<file path="src/hdl/pod_pkg.sv">
// ----------------------------------------------------------------------------
// pod_pkg
// Shared types and constants of the prefixed opcode decoder.
// ----------------------------------------------------------------------------
`default_nettype none

package pod_pkg;

  localparam logic [7:0] HookLimitReset = 8'd7;

  localparam logic [7:0] PFX_CB  = 8'hcb;
  localparam logic [7:0] PFX_ED  = 8'hed;
  localparam logic [7:0] PFX_DD  = 8'hdd;
  localparam logic [7:0] PFX_FD  = 8'hfd;
  localparam logic [7:0] HOOK_OP = 8'hfe;
  localparam logic [7:0] HALT_OP = 8'h76;

  typedef enum logic [5:0] {
    CLS_NOP  = 6'd0,  CLS_LDRR = 6'd1,  CLS_LDRI = 6'd2,  CLS_ALU  = 6'd3,
    CLS_INR  = 6'd4,  CLS_DCR  = 6'd5,  CLS_LXI  = 6'd6,  CLS_DAD  = 6'd7,
    CLS_INX  = 6'd8,  CLS_DCX  = 6'd9,  CLS_LDAX = 6'd10, CLS_STAX = 6'd11,
    CLS_LDA  = 6'd12, CLS_STA  = 6'd13, CLS_LHLD = 6'd14, CLS_SHLD = 6'd15,
    CLS_ROT  = 6'd16, CLS_DAA  = 6'd17, CLS_CMA  = 6'd18, CLS_STC  = 6'd19,
    CLS_CMC  = 6'd20, CLS_JMP  = 6'd21, CLS_JCC  = 6'd22, CLS_CALL = 6'd23,
    CLS_CCC  = 6'd24, CLS_RET  = 6'd25, CLS_RCC  = 6'd26, CLS_RST  = 6'd27,
    CLS_PCHL = 6'd28, CLS_SPHL = 6'd29, CLS_XTHL = 6'd30, CLS_XCHG = 6'd31,
    CLS_PUSH = 6'd32, CLS_POP  = 6'd33, CLS_IN   = 6'd34, CLS_OUT  = 6'd35,
    CLS_EI   = 6'd36, CLS_DI   = 6'd37, CLS_HLT  = 6'd38, CLS_JR   = 6'd39,
    CLS_DJNZ = 6'd40, CLS_EXAF = 6'd41, CLS_EXX  = 6'd42, CLS_CB   = 6'd43,
    CLS_ED   = 6'd44, CLS_IX   = 6'd45, CLS_IXCB = 6'd46, CLS_HOOK = 6'd47,
    CLS_BAD  = 6'd48
  } pod_class_e;

  typedef struct packed {
    logic [15:0] fetch_pc;
    logic [7:0]  byte_0;
    logic [7:0]  byte_1;
    logic [7:0]  byte_2;
    logic [7:0]  byte_3;
  } pod_item_t;

  typedef struct packed {
    pod_class_e         op_class;
    logic [2:0]         length;
    logic [7:0]         field_x;
    logic [2:0]         field_y;
    logic [7:0]         prefix_byte;
    logic [7:0]         sub_byte;
    logic [15:0]        immediate;
    logic signed [7:0]  displacement;
    logic               has_prefix;
    logic               has_immediate;
    logic               is_address;
    logic               uses_memory;
  } pod_result_t;

endpackage

`default_nettype wire

</file>
<file path="src/hdl/pod_in_if.sv">
// ----------------------------------------------------------------------------
// pod_in_if
// Channel carrying one instruction window per word.
// ----------------------------------------------------------------------------
`default_nettype none

interface pod_in_if;
  logic        valid;
  logic        ready;
  logic [15:0] fetch_pc;
  logic [7:0]  byte_0;
  logic [7:0]  byte_1;
  logic [7:0]  byte_2;
  logic [7:0]  byte_3;

  modport source (output valid, fetch_pc, byte_0, byte_1, byte_2, byte_3, input ready);
  modport sink   (input valid, fetch_pc, byte_0, byte_1, byte_2, byte_3, output ready);
endinterface

`default_nettype wire

</file>
<file path="src/hdl/pod_out_if.sv">
// ----------------------------------------------------------------------------
// pod_out_if
// Channel carrying one decoded instruction per word.
// ----------------------------------------------------------------------------
`default_nettype none

interface pod_out_if;
  logic              valid;
  logic              ready;
  logic [5:0]        op_class;
  logic [2:0]        length;
  logic [7:0]        field_x;
  logic [2:0]        field_y;
  logic [7:0]        prefix_byte;
  logic [7:0]        sub_byte;
  logic [15:0]       immediate;
  logic signed [7:0] displacement;
  logic              has_prefix;
  logic              has_immediate;
  logic              is_address;
  logic              uses_memory;

  modport source (output valid, op_class, length, field_x, field_y, prefix_byte, sub_byte,
                  immediate, displacement, has_prefix, has_immediate, is_address,
                  uses_memory, input ready);
  modport sink   (input valid, op_class, length, field_x, field_y, prefix_byte, sub_byte,
                  immediate, displacement, has_prefix, has_immediate, is_address,
                  uses_memory, output ready);
endinterface

`default_nettype wire

</file>
<file path="src/hdl/pod_cfg_if.sv">
// ----------------------------------------------------------------------------
// pod_cfg_if
// Write channel for the hook limit register.
// ----------------------------------------------------------------------------
`default_nettype none

interface pod_cfg_if;
  logic       valid;
  logic       ready;
  logic [7:0] hook_limit;

  modport source (output valid, hook_limit, input ready);
  modport sink   (input valid, hook_limit, output ready);
endinterface

`default_nettype wire

</file>
<file path="src/hdl/pod_cfg.sv">
// ----------------------------------------------------------------------------
// pod_cfg
// Hook limit register, written through its own channel.
// ----------------------------------------------------------------------------
`default_nettype none

module pod_cfg
  import pod_pkg::*;
(
  input  wire logic  clk_i,
  input  wire logic  rst_ni,
  pod_cfg_if.sink    cfg_i,
  output logic [7:0] hook_limit_o
);

  logic [7:0] hook_limit_q;

  assign cfg_i.ready = 1'b1;

  always_ff @(posedge clk_i or negedge rst_ni) begin
    if (!rst_ni) begin
      hook_limit_q <= HookLimitReset;
    end else if (cfg_i.valid) begin
      hook_limit_q <= cfg_i.hook_limit;
    end
  end

  assign hook_limit_o = hook_limit_q;

endmodule

`default_nettype wire

</file>
<file path="src/hdl/pod_stage.sv">
// ----------------------------------------------------------------------------
// pod_stage
// One register stage with valid and ready, able to pass a word every cycle while ready_i is high.
// ----------------------------------------------------------------------------
`default_nettype none

module pod_stage #(
  parameter type T = logic
) (
  input  wire logic clk_i,
  input  wire logic rst_ni,
  input  wire logic valid_i,
  input  wire T     data_i,
  output logic      ready_o,
  output logic      valid_o,
  output T          data_o,
  input  wire logic ready_i
);

  logic valid_q;
  T     data_q;

  assign ready_o = !valid_q || ready_i;

  always_ff @(posedge clk_i or negedge rst_ni) begin
    if (!rst_ni) begin
      valid_q <= 1'b0;
    end else if (ready_o) begin
      valid_q <= valid_i;
    end
  end

  always_ff @(posedge clk_i) begin
    if (ready_o && valid_i) begin
      data_q <= data_i;
    end
  end

  assign valid_o = valid_q;
  assign data_o  = data_q;

endmodule

`default_nettype wire

</file>
<file path="src/hdl/pod_decode.sv">
// ----------------------------------------------------------------------------
// pod_decode
// Combinational decode of one instruction window into a result word.
// ----------------------------------------------------------------------------
`default_nettype none

module pod_decode
  import pod_pkg::*;
(
  input  wire pod_item_t  item_i,
  input  wire logic [7:0] hook_limit_i,
  output pod_result_t     result_o
);

  function automatic logic [2:0] plain_len(input logic [7:0] op);
    logic [2:0] len;
    len = 3'd1;
    if (op < 8'h40) begin
      if ((op & 8'hcf) == 8'h01 || op == 8'h22 || op == 8'h2a || op == 8'h32 ||
          op == 8'h3a) begin
        len = 3'd3;
      end else if (op[2:0] == 3'd6 || op == 8'h10 || op == 8'h18 || op == 8'h20 ||
                   op == 8'h28 || op == 8'h30 || op == 8'h38) begin
        len = 3'd2;
      end
    end else if (op >= 8'hc0) begin
      if (op[2:0] == 3'd2 || op[2:0] == 3'd4 || op == 8'hc3 || op == 8'hcd) begin
        len = 3'd3;
      end else if (op[2:0] == 3'd6 || op == 8'hd3 || op == 8'hdb) begin
        len = 3'd2;
      end
    end
    return len;
  endfunction

  function automatic logic hl_mem(input logic [7:0] op);
    logic m;
    m = 1'b0;
    if (op == 8'h34 || op == 8'h35 || op == 8'h36) begin
      m = 1'b1;
    end else if (op >= 8'h70 && op <= 8'h77) begin
      m = (op != HALT_OP);
    end else if (op >= 8'h40 && op <= 8'hbf) begin
      m = (op[2:0] == 3'd6);
    end
    return m;
  endfunction

  logic [7:0]  b0, b1, b2, b3;
  logic [15:0] w1;
  logic [15:0] rel;
  logic [2:0]  mid;
  logic [1:0]  pair;
  pod_result_t r;

  assign b0   = item_i.byte_0;
  assign b1   = item_i.byte_1;
  assign b2   = item_i.byte_2;
  assign b3   = item_i.byte_3;
  assign w1   = {b2, b1};
  assign rel  = item_i.fetch_pc + {{8{b1[7]}}, b1} + 16'd2;
  assign mid  = b0[5:3];
  assign pair = b0[5:4];

  always_comb begin
    r               = '0;
    r.op_class      = CLS_BAD;
    r.length        = plain_len(b0);
    if (b0 == PFX_CB) begin
      r.op_class    = CLS_CB;
      r.has_prefix  = 1'b1;
      r.prefix_byte = b0;
      r.sub_byte    = b1;
      r.field_x     = {6'd0, b1[7:6]};
      r.field_y     = b1[2:0];
      r.immediate   = {13'd0, b1[5:3]};
      r.uses_memory = (b1[2:0] == 3'd6);
      r.length      = 3'd2;
    end else if (b0 == PFX_ED) begin
      r.has_prefix  = 1'b1;
      r.prefix_byte = b0;
      r.sub_byte    = b1;
      if (b1 == HOOK_OP) begin
        r.field_x   = b2;
        r.length    = 3'd3;
        r.op_class  = (b2 > hook_limit_i) ? CLS_BAD : CLS_HOOK;
      end else begin
        r.op_class  = CLS_ED;
        r.length    = 3'd2;
        if ((b1 & 8'hc7) == 8'h43) begin
          r.length        = 3'd4;
          r.field_x       = {6'd0, b1[5:4]};
          r.immediate     = {b3, b2};
          r.has_immediate = 1'b1;
          r.is_address    = 1'b1;
          r.uses_memory   = 1'b1;
        end
      end
    end else if (b0 == PFX_DD || b0 == PFX_FD) begin
      r.has_prefix  = 1'b1;
      r.prefix_byte = b0;
      r.sub_byte    = b1;
      if (b1 == PFX_DD || b1 == PFX_FD || b1 == PFX_ED) begin
        r.op_class  = CLS_IX;
        r.length    = 3'd1;
      end else if (b1 == PFX_CB) begin
        r.op_class     = CLS_IXCB;
        r.displacement = b2;
        r.length       = 3'd4;
      end else begin
        r.op_class  = CLS_IX;
        r.length    = 3'd1 + plain_len(b1);
        if (hl_mem(b1)) begin
          r.length       = 3'd2 + plain_len(b1);
          r.displacement = b2;
        end
      end
    end else if (b0 >= 8'h40 && b0 <= 8'h7f) begin
      if (b0 == HALT_OP) begin
        r.op_class    = CLS_HLT;
      end else begin
        r.op_class    = CLS_LDRR;
        r.field_x     = {5'd0, mid};
        r.field_y     = b0[2:0];
        r.uses_memory = (mid == 3'd6) || (b0[2:0] == 3'd6);
      end
    end else if (b0 >= 8'h80 && b0 <= 8'hbf) begin
      r.op_class    = CLS_ALU;
      r.field_x     = {5'd0, mid};
      r.field_y     = b0[2:0];
      r.uses_memory = (b0[2:0] == 3'd6);
    end else if (b0 < 8'h40) begin
      unique case (b0[2:0])
        3'd0: begin
          if (b0 == 8'h00) begin
            r.op_class = CLS_NOP;
          end else if (b0 == 8'h08) begin
            r.op_class = CLS_EXAF;
          end else if (b0 == 8'h10) begin
            r.op_class  = CLS_DJNZ;
            r.immediate = rel;
          end else if (b0 == 8'h18) begin
            r.op_class  = CLS_JR;
            r.field_x   = 8'd4;
            r.immediate = rel;
          end else begin
            r.op_class  = CLS_JR;
            r.field_x   = {6'd0, mid[1:0]};
            r.immediate = rel;
          end
        end
        3'd1: begin
          r.field_x = {6'd0, pair};
          if (b0[3]) begin
            r.op_class = CLS_DAD;
          end else begin
            r.op_class      = CLS_LXI;
            r.immediate     = w1;
            r.has_immediate = 1'b1;
          end
        end
        3'd2: begin
          if (b0 < 8'h20) begin
            r.op_class    = b0[3] ? CLS_LDAX : CLS_STAX;
            r.field_x     = {7'd0, b0[4]};
            r.uses_memory = 1'b1;
          end else begin
            if (b0 == 8'h22) begin
              r.op_class = CLS_SHLD;
            end else if (b0 == 8'h2a) begin
              r.op_class = CLS_LHLD;
            end else if (b0 == 8'h32) begin
              r.op_class = CLS_STA;
            end else begin
              r.op_class = CLS_LDA;
            end
            r.immediate     = w1;
            r.has_immediate = 1'b1;
            r.is_address    = 1'b1;
            r.uses_memory   = 1'b1;
          end
        end
        3'd3: begin
          r.op_class = b0[3] ? CLS_DCX : CLS_INX;
          r.field_x  = {6'd0, pair};
        end
        3'd4: begin
          r.op_class    = CLS_INR;
          r.field_x     = {5'd0, mid};
          r.uses_memory = (mid == 3'd6);
        end
        3'd5: begin
          r.op_class    = CLS_DCR;
          r.field_x     = {5'd0, mid};
          r.uses_memory = (mid == 3'd6);
        end
        3'd6: begin
          r.op_class      = CLS_LDRI;
          r.field_x       = {5'd0, mid};
          r.immediate     = {8'd0, b1};
          r.has_immediate = 1'b1;
          r.uses_memory   = (mid == 3'd6);
        end
        default: begin
          if (b0 < 8'h20) begin
            r.op_class = CLS_ROT;
            r.field_x  = {6'd0, mid[1:0]};
          end else if (b0 == 8'h27) begin
            r.op_class = CLS_DAA;
          end else if (b0 == 8'h2f) begin
            r.op_class = CLS_CMA;
          end else if (b0 == 8'h37) begin
            r.op_class = CLS_STC;
          end else begin
            r.op_class = CLS_CMC;
          end
        end
      endcase
    end else begin
      unique case (b0[2:0])
        3'd0: begin
          r.op_class = CLS_RCC;
          r.field_x  = {5'd0, mid};
        end
        3'd1: begin
          if (b0[3]) begin
            if (b0 == 8'hc9) begin
              r.op_class = CLS_RET;
            end else if (b0 == 8'hd9) begin
              r.op_class = CLS_EXX;
            end else if (b0 == 8'he9) begin
              r.op_class = CLS_PCHL;
            end else begin
              r.op_class = CLS_SPHL;
            end
          end else begin
            r.op_class = CLS_POP;
            r.field_x  = {6'd0, pair};
          end
        end
        3'd2: begin
          r.op_class   = CLS_JCC;
          r.field_x    = {5'd0, mid};
          r.immediate  = w1;
          r.is_address = 1'b1;
        end
        3'd3: begin
          if (b0 == 8'hc3) begin
            r.op_class   = CLS_JMP;
            r.immediate  = w1;
            r.is_address = 1'b1;
          end else if (b0 == 8'hd3) begin
            r.op_class  = CLS_OUT;
            r.immediate = {8'd0, b1};
          end else if (b0 == 8'hdb) begin
            r.op_class  = CLS_IN;
            r.immediate = {8'd0, b1};
          end else if (b0 == 8'he3) begin
            r.op_class    = CLS_XTHL;
            r.uses_memory = 1'b1;
          end else if (b0 == 8'heb) begin
            r.op_class = CLS_XCHG;
          end else if (b0 == 8'hf3) begin
            r.op_class = CLS_DI;
          end else begin
            r.op_class = CLS_EI;
          end
        end
        3'd4: begin
          r.op_class   = CLS_CCC;
          r.field_x    = {5'd0, mid};
          r.immediate  = w1;
          r.is_address = 1'b1;
        end
        3'd5: begin
          if (b0 == 8'hcd) begin
            r.op_class   = CLS_CALL;
            r.immediate  = w1;
            r.is_address = 1'b1;
          end else begin
            r.op_class = CLS_PUSH;
            r.field_x  = {6'd0, pair};
          end
        end
        3'd6: begin
          r.op_class      = CLS_ALU;
          r.field_x       = {5'd0, mid};
          r.immediate     = {8'd0, b1};
          r.has_immediate = 1'b1;
        end
        default: begin
          r.op_class = CLS_RST;
          r.field_x  = {5'd0, mid};
        end
      endcase
    end
  end

  assign result_o = r;

endmodule

`default_nettype wire

</file>
<file path="src/hdl/prefixed_opcode_decoder_top.sv">
// ----------------------------------------------------------------------------
// prefixed_opcode_decoder_top
// Decoder for prefixed 8080/Z80 instructions, one window per word.
// ----------------------------------------------------------------------------
// An upstream fetch unit presents a word on in_i: the fetch address and the
// four bytes found there. Each accepted word yields exactly one decoded word
// on out_o, in order. The hook limit is written through cfg_i, which is always
// ready; it should be changed only while no word is in flight.
//
// A word passes an input register, the decode logic and a result register,
// in that order. A new word is accepted every cycle while out_o.ready stays
// high; the single decode cone between the two registers sets that rate.
//
// When the receiver holds out_o.ready low the result register keeps its word
// and the input register fills behind it, after which in_i.ready drops. Reset
// empties both registers and sets the hook limit to seven.
// ----------------------------------------------------------------------------
`default_nettype none

module prefixed_opcode_decoder_top
  import pod_pkg::*;
(
  input  wire logic clk_i,
  input  wire logic rst_ni,
  pod_in_if.sink    in_i,
  pod_out_if.source out_o,
  pod_cfg_if.sink   cfg_i
);

  pod_item_t   item_in;
  pod_item_t   item_q;
  pod_result_t result_d;
  pod_result_t result_q;
  logic        item_valid;
  logic        item_ready;
  logic [7:0]  hook_limit;

  assign item_in = '{
    fetch_pc: in_i.fetch_pc,
    byte_0:   in_i.byte_0,
    byte_1:   in_i.byte_1,
    byte_2:   in_i.byte_2,
    byte_3:   in_i.byte_3
  };

  pod_cfg u_cfg (
    .clk_i        (clk_i),
    .rst_ni       (rst_ni),
    .cfg_i        (cfg_i),
    .hook_limit_o (hook_limit)
  );

  pod_stage #(.T(pod_item_t)) u_in_stage (
    .clk_i   (clk_i),
    .rst_ni  (rst_ni),
    .valid_i (in_i.valid),
    .data_i  (item_in),
    .ready_o (in_i.ready),
    .valid_o (item_valid),
    .data_o  (item_q),
    .ready_i (item_ready)
  );

  pod_decode u_decode (
    .item_i       (item_q),
    .hook_limit_i (hook_limit),
    .result_o     (result_d)
  );

  pod_stage #(.T(pod_result_t)) u_out_stage (
    .clk_i   (clk_i),
    .rst_ni  (rst_ni),
    .valid_i (item_valid),
    .data_i  (result_d),
    .ready_o (item_ready),
    .valid_o (out_o.valid),
    .data_o  (result_q),
    .ready_i (out_o.ready)
  );

  assign out_o.op_class      = result_q.op_class;
  assign out_o.length        = result_q.length;
  assign out_o.field_x       = result_q.field_x;
  assign out_o.field_y       = result_q.field_y;
  assign out_o.prefix_byte   = result_q.prefix_byte;
  assign out_o.sub_byte      = result_q.sub_byte;
  assign out_o.immediate     = result_q.immediate;
  assign out_o.displacement  = result_q.displacement;
  assign out_o.has_prefix    = result_q.has_prefix;
  assign out_o.has_immediate = result_q.has_immediate;
  assign out_o.is_address    = result_q.is_address;
  assign out_o.uses_memory   = result_q.uses_memory;

  a_accept_fills_input: assert property (@(posedge clk_i) disable iff (!rst_ni)
    in_i.valid && in_i.ready |=> item_valid)
    else $error("Accepted word did not reach the input register.");

  a_length_range: assert property (@(posedge clk_i) disable iff (!rst_ni)
    out_o.valid |-> out_o.length >= 3'd1 && out_o.length <= 3'd4)
    else $error("Decoded length out of range.");

  a_hook_form: assert property (@(posedge clk_i) disable iff (!rst_ni)
    out_o.valid && out_o.op_class == CLS_HOOK |->
      out_o.has_prefix && out_o.length == 3'd3 && out_o.field_x <= hook_limit)
    else $error("Hook escape decoded with wrong form.");

  a_no_prefix_fields: assert property (@(posedge clk_i) disable iff (!rst_ni)
    out_o.valid && !out_o.has_prefix |-> out_o.prefix_byte == 8'd0 &&
      out_o.sub_byte == 8'd0)
    else $error("Prefix fields set without a prefix.");

endmodule

`default_nettype wire

</file>
<file path="src/flat_wrapper.sv">
// flat-port wrapper written by rule: the top's interface ports become plain ports
module prefixed_opcode_decoder_top_flat import pod_pkg::*;
  (clk_i, rst_ni, in_i_valid, in_i_fetch_pc, in_i_byte_0, in_i_byte_1, in_i_byte_2, in_i_byte_3, in_i_ready, out_o_valid, out_o_op_class, out_o_length, out_o_field_x, out_o_field_y, out_o_prefix_byte, out_o_sub_byte, out_o_immediate, out_o_displacement, out_o_has_prefix, out_o_has_immediate, out_o_is_address, out_o_uses_memory, out_o_ready, cfg_i_valid, cfg_i_hook_limit, cfg_i_ready);
  pod_in_if in_i_i ();
  pod_out_if out_o_i ();
  pod_cfg_if cfg_i_i ();
  input  wire logic clk_i;
  input  wire logic rst_ni;
  input wire logic [$bits(in_i_i.valid)-1:0] in_i_valid;
  input wire logic [$bits(in_i_i.fetch_pc)-1:0] in_i_fetch_pc;
  input wire logic [$bits(in_i_i.byte_0)-1:0] in_i_byte_0;
  input wire logic [$bits(in_i_i.byte_1)-1:0] in_i_byte_1;
  input wire logic [$bits(in_i_i.byte_2)-1:0] in_i_byte_2;
  input wire logic [$bits(in_i_i.byte_3)-1:0] in_i_byte_3;
  output wire logic [$bits(in_i_i.ready)-1:0] in_i_ready;
  output wire logic [$bits(out_o_i.valid)-1:0] out_o_valid;
  output wire logic [$bits(out_o_i.op_class)-1:0] out_o_op_class;
  output wire logic [$bits(out_o_i.length)-1:0] out_o_length;
  output wire logic [$bits(out_o_i.field_x)-1:0] out_o_field_x;
  output wire logic [$bits(out_o_i.field_y)-1:0] out_o_field_y;
  output wire logic [$bits(out_o_i.prefix_byte)-1:0] out_o_prefix_byte;
  output wire logic [$bits(out_o_i.sub_byte)-1:0] out_o_sub_byte;
  output wire logic [$bits(out_o_i.immediate)-1:0] out_o_immediate;
  output wire logic [$bits(out_o_i.displacement)-1:0] out_o_displacement;
  output wire logic [$bits(out_o_i.has_prefix)-1:0] out_o_has_prefix;
  output wire logic [$bits(out_o_i.has_immediate)-1:0] out_o_has_immediate;
  output wire logic [$bits(out_o_i.is_address)-1:0] out_o_is_address;
  output wire logic [$bits(out_o_i.uses_memory)-1:0] out_o_uses_memory;
  input wire logic [$bits(out_o_i.ready)-1:0] out_o_ready;
  input wire logic [$bits(cfg_i_i.valid)-1:0] cfg_i_valid;
  input wire logic [$bits(cfg_i_i.hook_limit)-1:0] cfg_i_hook_limit;
  output wire logic [$bits(cfg_i_i.ready)-1:0] cfg_i_ready;
  assign in_i_i.valid = in_i_valid;
  assign in_i_i.fetch_pc = in_i_fetch_pc;
  assign in_i_i.byte_0 = in_i_byte_0;
  assign in_i_i.byte_1 = in_i_byte_1;
  assign in_i_i.byte_2 = in_i_byte_2;
  assign in_i_i.byte_3 = in_i_byte_3;
  assign in_i_ready = in_i_i.ready;
  assign out_o_valid = out_o_i.valid;
  assign out_o_op_class = out_o_i.op_class;
  assign out_o_length = out_o_i.length;
  assign out_o_field_x = out_o_i.field_x;
  assign out_o_field_y = out_o_i.field_y;
  assign out_o_prefix_byte = out_o_i.prefix_byte;
  assign out_o_sub_byte = out_o_i.sub_byte;
  assign out_o_immediate = out_o_i.immediate;
  assign out_o_displacement = out_o_i.displacement;
  assign out_o_has_prefix = out_o_i.has_prefix;
  assign out_o_has_immediate = out_o_i.has_immediate;
  assign out_o_is_address = out_o_i.is_address;
  assign out_o_uses_memory = out_o_i.uses_memory;
  assign out_o_i.ready = out_o_ready;
  assign cfg_i_i.valid = cfg_i_valid;
  assign cfg_i_i.hook_limit = cfg_i_hook_limit;
  assign cfg_i_ready = cfg_i_i.ready;
  prefixed_opcode_decoder_top u_core (.clk_i(clk_i), .rst_ni(rst_ni), .in_i(in_i_i), .out_o(out_o_i), .cfg_i(cfg_i_i));
endmodule
</file>
<file path="config.mk">
export PLATFORM = sky130hd
export DESIGN_NAME = prefixed_opcode_decoder_top_flat
export DESIGN_NICKNAME = d
export VERILOG_FILES = /design/src/hdl/pod_pkg.sv /design/src/hdl/pod_in_if.sv /design/src/hdl/pod_out_if.sv /design/src/hdl/pod_cfg_if.sv /design/src/hdl/pod_cfg.sv /design/src/hdl/pod_stage.sv /design/src/hdl/pod_decode.sv /design/src/hdl/prefixed_opcode_decoder_top.sv /design/src/flat_wrapper.sv
export SDC_FILE = /design/constraint.sdc
export NUM_CORES = 1
export LEC_CHECK = 0
export ABC_AREA = 1
export BUFFER_PORTS_ARGS = -buffer_cell sky130_fd_sc_hd__buf_2
export CORE_MARGIN = 2
export CORE_UTILIZATION = 35
export DETAILED_ROUTE_END_ITERATION = 10
export PLACE_DENSITY = 0.66
export RECOVER_POWER = 100
export SYNTH_ARGS = -nofsm -noshare
export SYNTH_HDL_FRONTEND = slang
export SYNTH_SLANG_ARGS = --single-unit
</file>
<file path="constraint.sdc">
create_clock -name clk_i -period 4 [get_ports clk_i]
set_input_delay 0.2 -clock clk_i [delete_from_list [all_inputs] [get_ports clk_i]]
set_output_delay 0.2 -clock clk_i [all_outputs]
set_load 0.02 [all_outputs]
</file>
[Word level (Yosys, flattened, before mapping)]
Cells that the tools add are included.
Cells by class
  $add $sub $neg: 4
  $mul: 0
  div/mod/pow operators: 0
  order comparisons: 14
  equality and inequality tests: 65
  shifts and indexed selects: 0
  mux-type cells: 135
  bitwise gates (word level): 1
  reductions and logical operators: 53
Operators with widths (number)
  16-bit two-way mux: 14
  8-bit equality test (second input constant): 23
  8-bit by 6-bit equality test with 1-bit output (second input constant): 22
  16-bit one-hot mux with 4 select lines: 2
  6-bit two-way mux: 19
  3-bit two-way mux: 33
  6-bit one-hot mux with 7 select lines: 2
  8-bit two-way mux: 6
  1-bit logical OR: 38
  37-bit two-way mux: 1
  11-bit two-way mux: 3
  8-bit by 5-bit equality test with 1-bit output (second input constant): 4
  32-bit two-way mux: 1
  8-bit one-hot mux with 4 select lines: 1
  1-bit two-way mux: 30
  2-bit two-way mux: 13
  8-bit by 7-bit greater-or-equal comparator with 1-bit output (second input constant): 3
  8-bit greater-or-equal comparator (second input constant): 3
  3-bit equality test (second input constant): 6
  17-bit two-way mux: 1
  16-bit adder: 1
  16-bit by 2-bit adder with 16-bit output (second input constant): 1
  8-bit by 7-bit <= comparator with 1-bit output (second input constant): 2
  8-bit <= comparator (second input constant): 2
  25 further kinds: 41
Storage, ports and cells
  register bits: 122
  latch bits: 0
  bits in writable memories: 0
  ROM bits: 0
  bits of input ports: 61
  output and inout port bits: 67
  word-level logic and storage cells: 294
  memories: 0

[Depth between registers and ports, before layout]
Gate-level depths: netlist of the first run.
  depth after elaboration: 23
  gate-level depth with buffers: 18
  gate-level depth less buffers: 18

[Modules after synthesis]
From an unflattened synthesis of the first run, not the netlist that was laid out.
Unflattened totals
  cell total of the unflattened synthesis: 897
  area total of the unflattened synthesis: 7454.6 µm²
Modules (own cells, without submodules)
  pod_decode: instances 1, cells an instance 737, area an instance 3681.0 µm²
  pod_stage (u_core.u_out_stage): instances 1, cells an instance 70, area an instance 1966.9 µm²
  pod_stage (u_core.u_in_stage): instances 1, cells an instance 54, area an instance 1486.4 µm²
  pod_cfg: instances 1, cells an instance 36, area an instance 320.3 µm²

[Worst setup path before layout of the first run]
No wires, ideal clock.
  path type: reg2reg
  from: register u_core.u_out_stage.valid_q (netlist: u_core.u_out_stage.valid_o)
  to: register u_core.u_out_stage.data_q (netlist bit u_core.u_out_stage.data_o[0]) (enable)
  library setup time: 0.507 ns
  data arrival time: 3.636 ns
  required time: 3.493 ns
  setup slack: -0.143 ns
  stages on the path, launching flop included: 2
  buffers on the path: 0
  period minus slack after synthesis: 4.143 ns
  cells stage by stage: dfrtp_1 -> a21oi_1
On the way
  cells in the longest elaborated chain, start to end: 3
Ends and longest elaborated chain
  start, declared: RTL line pod_stage.sv:20  | logic valid_q;
  start signal, assigned: RTL line pod_stage.sv:29  | valid_q <= valid_i;
  1-bit logical NOT: RTL line pod_stage.sv:23  | assign ready_o = !valid_q || ready_i;
  1-bit logical OR: RTL line pod_stage.sv:23
  1-bit logical AND: RTL line pod_stage.sv:34  | if (ready_o && valid_i) begin
  end signal, assigned: RTL line pod_stage.sv:35  | data_q <= data_i;
  end, declared: RTL line pod_stage.sv:21  | T data_q;
Every way passes these cells.
A chain may end at the register's enable or synchronous reset.

[Final worst setup path of the first run]
  from: register u_core.u_in_stage.data_q (netlist bit u_core.u_in_stage.data_o[26])
  to: register u_core.u_out_stage.data_q (netlist bit u_core.u_out_stage.data_o[15]) (data pin)
On the way
  cells in the longest elaborated chain, start to end: 10
Ends and longest elaborated chain (RTL line)
  start, declared: pod_stage.sv:21
  start signal, assigned: pod_stage.sv:35
  parallel branches: the longest is 10 deep, another holds 8-bit by 6-bit < comparator with 1-bit output
Several ways; the timed one is not identified.

==> results of run 1 <==
## cell type report
| cell class | count | area, um^2 | area share [%] |
|---|---|---|---|
| sequential | 122 | 3620 | 38.8 |
| tap | 270 | 338 | 3.62 |
| clock inverter | 15 | 204 | 2.19 |
| timing repair buffer | 190 | 1160 | 12.5 |
| inverter | 122 | 460 | 4.94 |
| clock buffer | 17 | 425 | 4.56 |
| multi-input combinational | 586 | 3110 | 33.4 |
## critical path, delay by kind of cell (launching register included)
family,cells,cell delay (ns)
AO/OA/AOI/OAI,1,0.34
buffers and inverters,3,0.75
AND/OR/NAND/NOR,4,1.49
flip-flops,1,0.63
## sequential cells by signal, summed over array words and instances (netlist names)
| register | count |
|---|---|
| u_core.u_in_stage.data_o | 48 |
| u_core.u_out_stage.valid_o | 1 |
| u_core.u_out_stage.data_o | 64 |
| u_core.u_in_stage.valid_o | 1 |
| u_core.u_cfg.hook_limit_o | 8 |
## kinds of logic after synthesis
group | after synthesis
fa+ha+maj | 46
other cells | 1
mux | 1
buf+inv | 138
simple gates | 415
xor+xnor | 3
flops | 122
compound gates | 120
## stage by stage
step | utilization (%) | power [uW] | hold slack (ns) | cell area [um^2] | setup WS, ns
floorplan | - | 2110 | -0.0956 | 7300 | 1.29
global placement | 40.5 | 2390 | 0.0740 | 8240 | 1.02
detailed placement | 40.5 | 2380 | 0.0782 | 8240 | 1.00
CTS | 46.4 | 4100 | 0.0434 | 9450 | 0.989
global route | 45.8 | 4230 | 0.0805 | 9320 | 0.360
finish | 45.8 | 4070 | 0.0575 | 9320 | 0.573
## worst max path at each step
| stage | startpoint | end | cells past startpoint |
|---|---|---|---|
| finish | u_core.u_in_stage.data_o[26]$_DFFE_PP_ | u_core.u_out_stage.data_o[15]$_SDFFCE_PP0P_ | 8 |
| global route | u_core.u_in_stage.data_o[26]$_DFFE_PP_ | u_core.u_out_stage.data_o[55]$_SDFFCE_PP0P_ | 11 |
| CTS | u_core.u_in_stage.data_o[17]$_DFFE_PP_ | u_core.u_out_stage.data_o[21]$_SDFFCE_PP0P_ | 16 |
| detailed placement | u_core.u_in_stage.data_o[17]$_DFFE_PP_ | u_core.u_out_stage.data_o[21]$_SDFFCE_PP0P_ | 16 |
| global placement | u_core.u_in_stage.data_o[17]$_DFFE_PP_ | u_core.u_out_stage.data_o[21]$_SDFFCE_PP0P_ | 16 |
| floorplan | u_core.u_out_stage.valid_o$_DFFE_PN0P_ | u_core.u_out_stage.data_o[0]$_DFFE_PP_ | 1 |
## metal layers
layer | wire, um | global-route usage, %
met1 | 10200 | 28.2
met2 | 11300 | 36.1
met3 | 1540 | 4.57
met4 | 750 | 9.10
met5 | 0 | 0
## power groups by stage
stage	sequential, uW	combinational, uW	clock [uW]
after detailed placement	1640	749	0
after CTS	1610	796	1690
after global routing	1630	863	1740
after global placement	1640	748	0
after floorplan	1700	415	0
final	1620	779	1670
## cells in the mapped netlist (all sizes together) (2+ instances only)
cell type  count  area share [%]
o311ai         4            0.48
edfxtp       112              46
ha            45             7.7
nand4         20             1.7
a32oi          2            0.24
xor2           2            0.24
nand2        214              11
a31oi          3            0.26
or2            2            0.17
o22ai          8            0.69
nor3           6            0.57
dfstp          3             1.1
nor2          89             5.1
dfrtp          7             2.4
nand3         79             5.6
a21oi         33             2.3
o32ai          2            0.24
buf           12            0.99
o221ai         2            0.24
inv          121             6.3
nor4           2            0.17
o2bb2ai        2            0.24
o211ai         8            0.82
nand3b         2            0.21
o21ai         50             3.5
clkbuf         4            0.21
==> out/summary.txt, run 1 <==
status -> complete, but fails checks
violated checks -> max-capacitance violations, max-slew violations
Netlist Area Pre-Place -> 7300 um^2
Routed Antenna Nets -> 0
Synth Flop Type -> edfxtp_1
initial antenna violation count -> 0
clock skew -> 0.0142 ns
Synth Area in Adders -> 7.99%
GP Congestion -> 1.00
slowest stage cell on the critical path -> edfxtp_1
largest family of logic cells by synthesized area -> simple AND/OR/NAND/NOR gates
mux cell area share after synthesis -> 0.154%
chip width -> 148 um
max_slew headroom -> -28.4%
drt pass-1 iters -> 6
post-placement cell count -> 1232
Crit path top cell by count -> nor2_1
post-layout minimum cycle time -> 3.43 ns
WHS Endpoint -> u_core.u_out_stage.valid_o$_DFFE_PN0P_
Critical R2R Capture -> u_core.u_out_stage.data_o[15]$_SDFFCE_PP0P_
Die Ht -> 148 um
R2R depth -> 8
total track usage -> 21.9%
# rows -> 52
Data arrival, critical path -> 3.65 ns
port bufs -> 126
CP peak stage delay -> 0.63 ns
CTS Hold Buffers Added -> 58
RSZ-0062 raised after global routing -> no
remaining global-route overflow -> 0
commonest non-fill, non-tap cell in the layout -> nand2_1
hold path cells -> 4
Synth Warn # -> 0
final setup vio count -> 0
fmax -> 0.292 GHz
Compound-Gate Fraction of Synth Area -> 9.60%
RR Startpoint -> u_core.u_in_stage.data_o[26]$_DFFE_PP_
DP HPWL -> 17300 um
leak pwr -> 0.00419 uW
pwr dens -> 436 nW/um^2
Mapped Cells -> 846
worst-path cell chain -> inv_1, nor2_1, nand2_1, nor2_1, clkinv_1, nor2_2, inv_2, o21ai_0
ANT cells -> 0
number of flops mapped to enable cells by yosys -> 112
Avg Cell Area, Syn -> 8.63 um^2
Clock Sinks -> 122
reg-to-reg setup timing slack -> 0.57 ns
Initial Utilization -> 35.9%
# fillers -> 2006
Req. time, crit path -> 4.22 ns
Post-Route WL -> 23800 um
synth unique cells -> 50
clock latency on the worst-skew pair -> 0.43 ns
final hold vios -> 0
switching share of power -> 31.2%
crit path launch type -> register
Yosys reg bits -> 122
total CTS buffers -> 17
Logic pwr share -> 19.1%
Setup Crit Path Kind -> register to register
worst-case vdd ir drop -> 0.281 mV
Post-Synth XOR/XNOR Area -> 0.360%
Hold Crit Class -> input pin to register
# IOs -> 128
Internal -> 2800 uW
TritonCTS clock tree -> built
drt wl/cell -> 18.0 um
Post-CTS Resized -> 0
worst-path maximum fanout -> 11
CTS clk-pin slew, worst paths -> 0.07 ns
setup TNS -> 0 ns
first-pass GRT wire length -> 36400 um
worst hold start -> out_o_ready
Die ar. -> 22000 um^2
Iteration-0 DRC Markers -> 741
Slew @ Worst Pin -> 1.92 ns
vias per cell -> 5.18
ys async rst share -> 8.20%
# DRC -> 0
most frequent cells in the layout -> 212 x nand2_1, 112 x edfxtp_1, 111 x inv_1
fin crit share -> 85.7%
H-tree Lvls -> 4
Area growth, synth to finish -> 27.7%
DR vias -> 6846
Mapped Nets -> 953
Post-Layout Cell Count -> 1322
core box area -> 20400 um^2
Simple-Gate Fraction of Synth Area -> 24.8%
largest net degree at the start of global routing -> 65
Sw Pwr -> 1270 uW
register area share after synthesis -> 49.5%
share of cells above drive strength 1 -> 11.4%
postcts setup bufs -> 0
worst-case clock buffer depth -> 2
Clk pwr share -> 41.1%
max cap viols -> 2
Final nets -> 1146
register share of total power -> 39.8%
CTS Root Buffer Type -> clkbuf_16
fin. max-slew vios -> 114
CP endpoint kind -> register
vias in the first global route -> 6751
Power figures use the tool's default switching activity.
==> run 2: changes to the inputs <==
--- a/config.mk
+++ b/config.mk
@@ -8,9 +8,9 @@
 export ABC_AREA = 1
 export BUFFER_PORTS_ARGS = -buffer_cell sky130_fd_sc_hd__buf_2
 export CORE_MARGIN = 2
-export CORE_UTILIZATION = 35
+export CORE_UTILIZATION = 40
 export DETAILED_ROUTE_END_ITERATION = 10
-export PLACE_DENSITY = 0.66
+export PLACE_DENSITY = 0.73
 export RECOVER_POWER = 100
 export SYNTH_ARGS = -nofsm -noshare
 export SYNTH_HDL_FRONTEND = slang
==> run 2 against run 1 <==
  * The flow still finishes with violations (max-capacitance violations, max-slew violations)
  * Design area is 1.6% lower
  * Maximum frequency grew 0.59%
  * Clock power decreased by 11%
  * Flip-flop and latch count did not move
  * Count of clock-buffer cells in the layout up 2
  * Via count about the same
  * Final cell count shrank 3.3%
  * Global-route usage grew 2.0 points
  * Routed wire length decreased by 3.3%
  * First-iteration DRC count rose by 3.6%
  * Combinational power decreased by 2%
  * Setup slack better by 0.020 ns
  * Critical path type unchanged
  * Largest cell class unchanged
  * Highest routed layer unchanged
==> out/summary.txt, run 2 (synthesis results as in run 1) <==
leak pwr -> 0.00414 uW (-1.2%)
Die ar. -> 19300 um^2 (-12%)
Hold Crit Class -> input pin to register
CTS clk-pin slew, worst paths -> 0.06 ns (about the same)
Final nets -> 1144 (-0.17%)
DP Area -> 8180 um^2 (-0.71%)
total track usage -> 24.0% (+2.0 points)
setup TNS -> 0 ns (unchanged)
fin area -> 9170 um^2 (-1.6%)
TritonCTS clock tree -> built
H-tree Lvls -> 4 (unchanged)
chip width -> 139 um (-6.3%)
largest net degree at the start of global routing -> 65 (unchanged)
GP Congestion -> 1.03 (+3.0%)
Req. time, crit path -> 4.26 ns (+0.04 ns)
max cap viols -> 2 (unchanged)
pwr dens -> 422 nW/um^2 (-3.3%)
crit path launch type -> register
crit-path leading delay family -> buffers and inverters
violated checks -> max-capacitance violations, max-slew violations
Initial Utilization -> 40.6% (+4.8 points)
core box area -> 18000 um^2 (-12%)
Setup Crit Path Kind -> register to register
initial antenna violation count -> 0 (unchanged)
vias per cell -> 5.35 (+3.4%)
post-placement cell count -> 1190 (-3.4%)
Area growth, synth to finish -> 25.6%
post-layout minimum cycle time -> 3.41 ns (-0.0201 ns)
fmax -> 0.294 GHz (+0.59%)
first-pass GRT wire length -> 36000 um (-1.1%)
CP bufs+invs -> 5 (+2)
drt wl/cell -> 18.0 um (about the same)
CTS Root Buffer Type -> clkbuf_16
Post-CTS Resized -> 0 (unchanged)
DR vias -> 6849 (+0.044%)
max reg flops -> 64 (unchanged)
clock latency on the worst-skew pair -> 0.43 ns (about the same)
port bufs -> 126 (unchanged)
remaining global-route overflow -> 0 (unchanged)
fin crit share -> 85.2% (-0.50 points)
vias in the first global route -> 6803 (+0.77%)
dpl ws -> 1.07 ns (+0.0676 ns)
Data arrival, critical path -> 3.66 ns (about the same)
clock skew -> 0.0140 ns (-0.000149 ns)
Final WS setup -> 0.593 ns (+0.0201 ns)
RSZ-0062 raised after global routing -> no
CP endpoint kind -> register
max_slew headroom -> -27.9% (+0.47 points)
most frequent cells in the layout -> 212 x nand2_1, 112 x edfxtp_1, 111 x inv_1
Slew @ Worst Pin -> 1.92 ns (-0.00710 ns)
slowest stage cell on the critical path -> edfxtp_1
Iteration-0 DRC Markers -> 768 (+3.6%)
drt pass-1 iters -> 6 (unchanged)
CP peak stage delay -> 0.62 ns (about the same)
final setup vio count -> 0 (unchanged)
total CTS buffers -> 17 (unchanged)
Post-Route WL -> 23000 um (-3.3%)
Clock Sinks -> 122 (unchanged)
# IOs -> 128 (unchanged)
worst-case vdd ir drop -> 0.298 mV (+6.0%)
Routed Antenna Nets -> 0 (unchanged)
share of cells above drive strength 1 -> 11.0% (-0.45 points)
DP HPWL -> 16500 um (-4.9%)
# DRC -> 0 (unchanged)
commonest non-fill, non-tap cell in the layout -> nand2_1
worst-path cell chain -> inv_1, nor2_1, nand2_1, nor2_1, inv_2, nor2_2, clkbuf_1, inv_2, o22ai_1, inv_1, nand2_1
final hold vios -> 0 (unchanged)
status -> complete, but fails checks
worst-case clock buffer depth -> 2 (unchanged)
# rows -> 49 (-5.8%)
ANT cells -> 0 (unchanged)
Post-Layout Cell Count -> 1279 (-3.3%)
Die Ht -> 139 um (-6.3%)
fin. max-slew vios -> 114 (unchanged)
worst-path maximum fanout -> 11 (unchanged)
## run 2: worst paths after layout
kind                       cells after the start                                       end  slack [ns]                                      from
setup / recovery                              11   u_core.u_out_stage.data_o[12]$_DFFE_PP_        0.59    u_core.u_in_stage.data_o[26]$_DFFE_PP_
hold / removal                                 3  u_core.u_cfg.hook_limit_o[4]$_DFFE_PN0P_        0.01                       cfg_i_hook_limit[4]
setup reg to reg                              11   u_core.u_out_stage.data_o[12]$_DFFE_PP_        0.59    u_core.u_in_stage.data_o[26]$_DFFE_PP_
hold reg to reg                                2  u_core.u_cfg.hook_limit_o[2]$_DFFE_PN1P_        0.50  u_core.u_cfg.hook_limit_o[2]$_DFFE_PN1P_
max in group asynchronous                      2  u_core.u_cfg.hook_limit_o[0]$_DFFE_PN1P_        3.36                                    rst_ni
min in group asynchronous                      2  u_core.u_cfg.hook_limit_o[3]$_DFFE_PN0P_        0.28                                    rst_ni
## run 2: stage by stage
stage / total power, uW / hold WS [ns] / utilization, %
after floorplan: 2110 / -0.0956 / -
after global placement: 2380 / 0.0738 / 45.5
after detailed placement: 2380 / 0.0782 / 45.5
after CTS: 3890 / 0.00170 / 51.8
after global routing: 4030 / 0.0246 / 51.1
final: 3870 / 0.0128 / 51.1
## run 2: cell type report
class                           count  area (um^2)
Timing Repair Buffer              188         1140
Clock buffer                       19          443
Fill cell                        1706         8790
Clock inverter                     13          118
Sequential cell                   122         3620
Multi-Input combinational cell    586         3110
Inverter                          122          460
Tap cell                          229          287
## run 2: repair_timing
action	CTS	global route
buffers inserted	0	0
hold endpoints to repair	66	0
hold buffers	57	0
## run 2: metal layers
metal | GRT usage (%) | up-vias | share of wire, %
met5 | 0 | - | 0
met4 | 10.2 | 0 | 3.6
met3 | 3.94 | 72 | 6.7
met2 | 40.4 | 337 | 47
met1 | 30.6 | 3184 | 42
li1 | - | 3256 | -
## run 2: worst reg2reg max path: cells and delay by family (launching register included)
| kind | cells | cell delay (ns) |
|---|---|---|
| flip-flops | 1 | 0.62 |
| buffers and inverters | 5 | 1.25 |
| AO/OA/AOI/OAI | 1 | 0.16 |
| AND/OR/NAND/NOR | 5 | 1.21 |
## run 2: power by group
group	internal, uW	leakage, uW	switching [uW]	total, uW
Sequential	1540	0.00121	79.3	1620
Combinational	242	0.00266	522	764
Clock	875	0.000276	607	1480
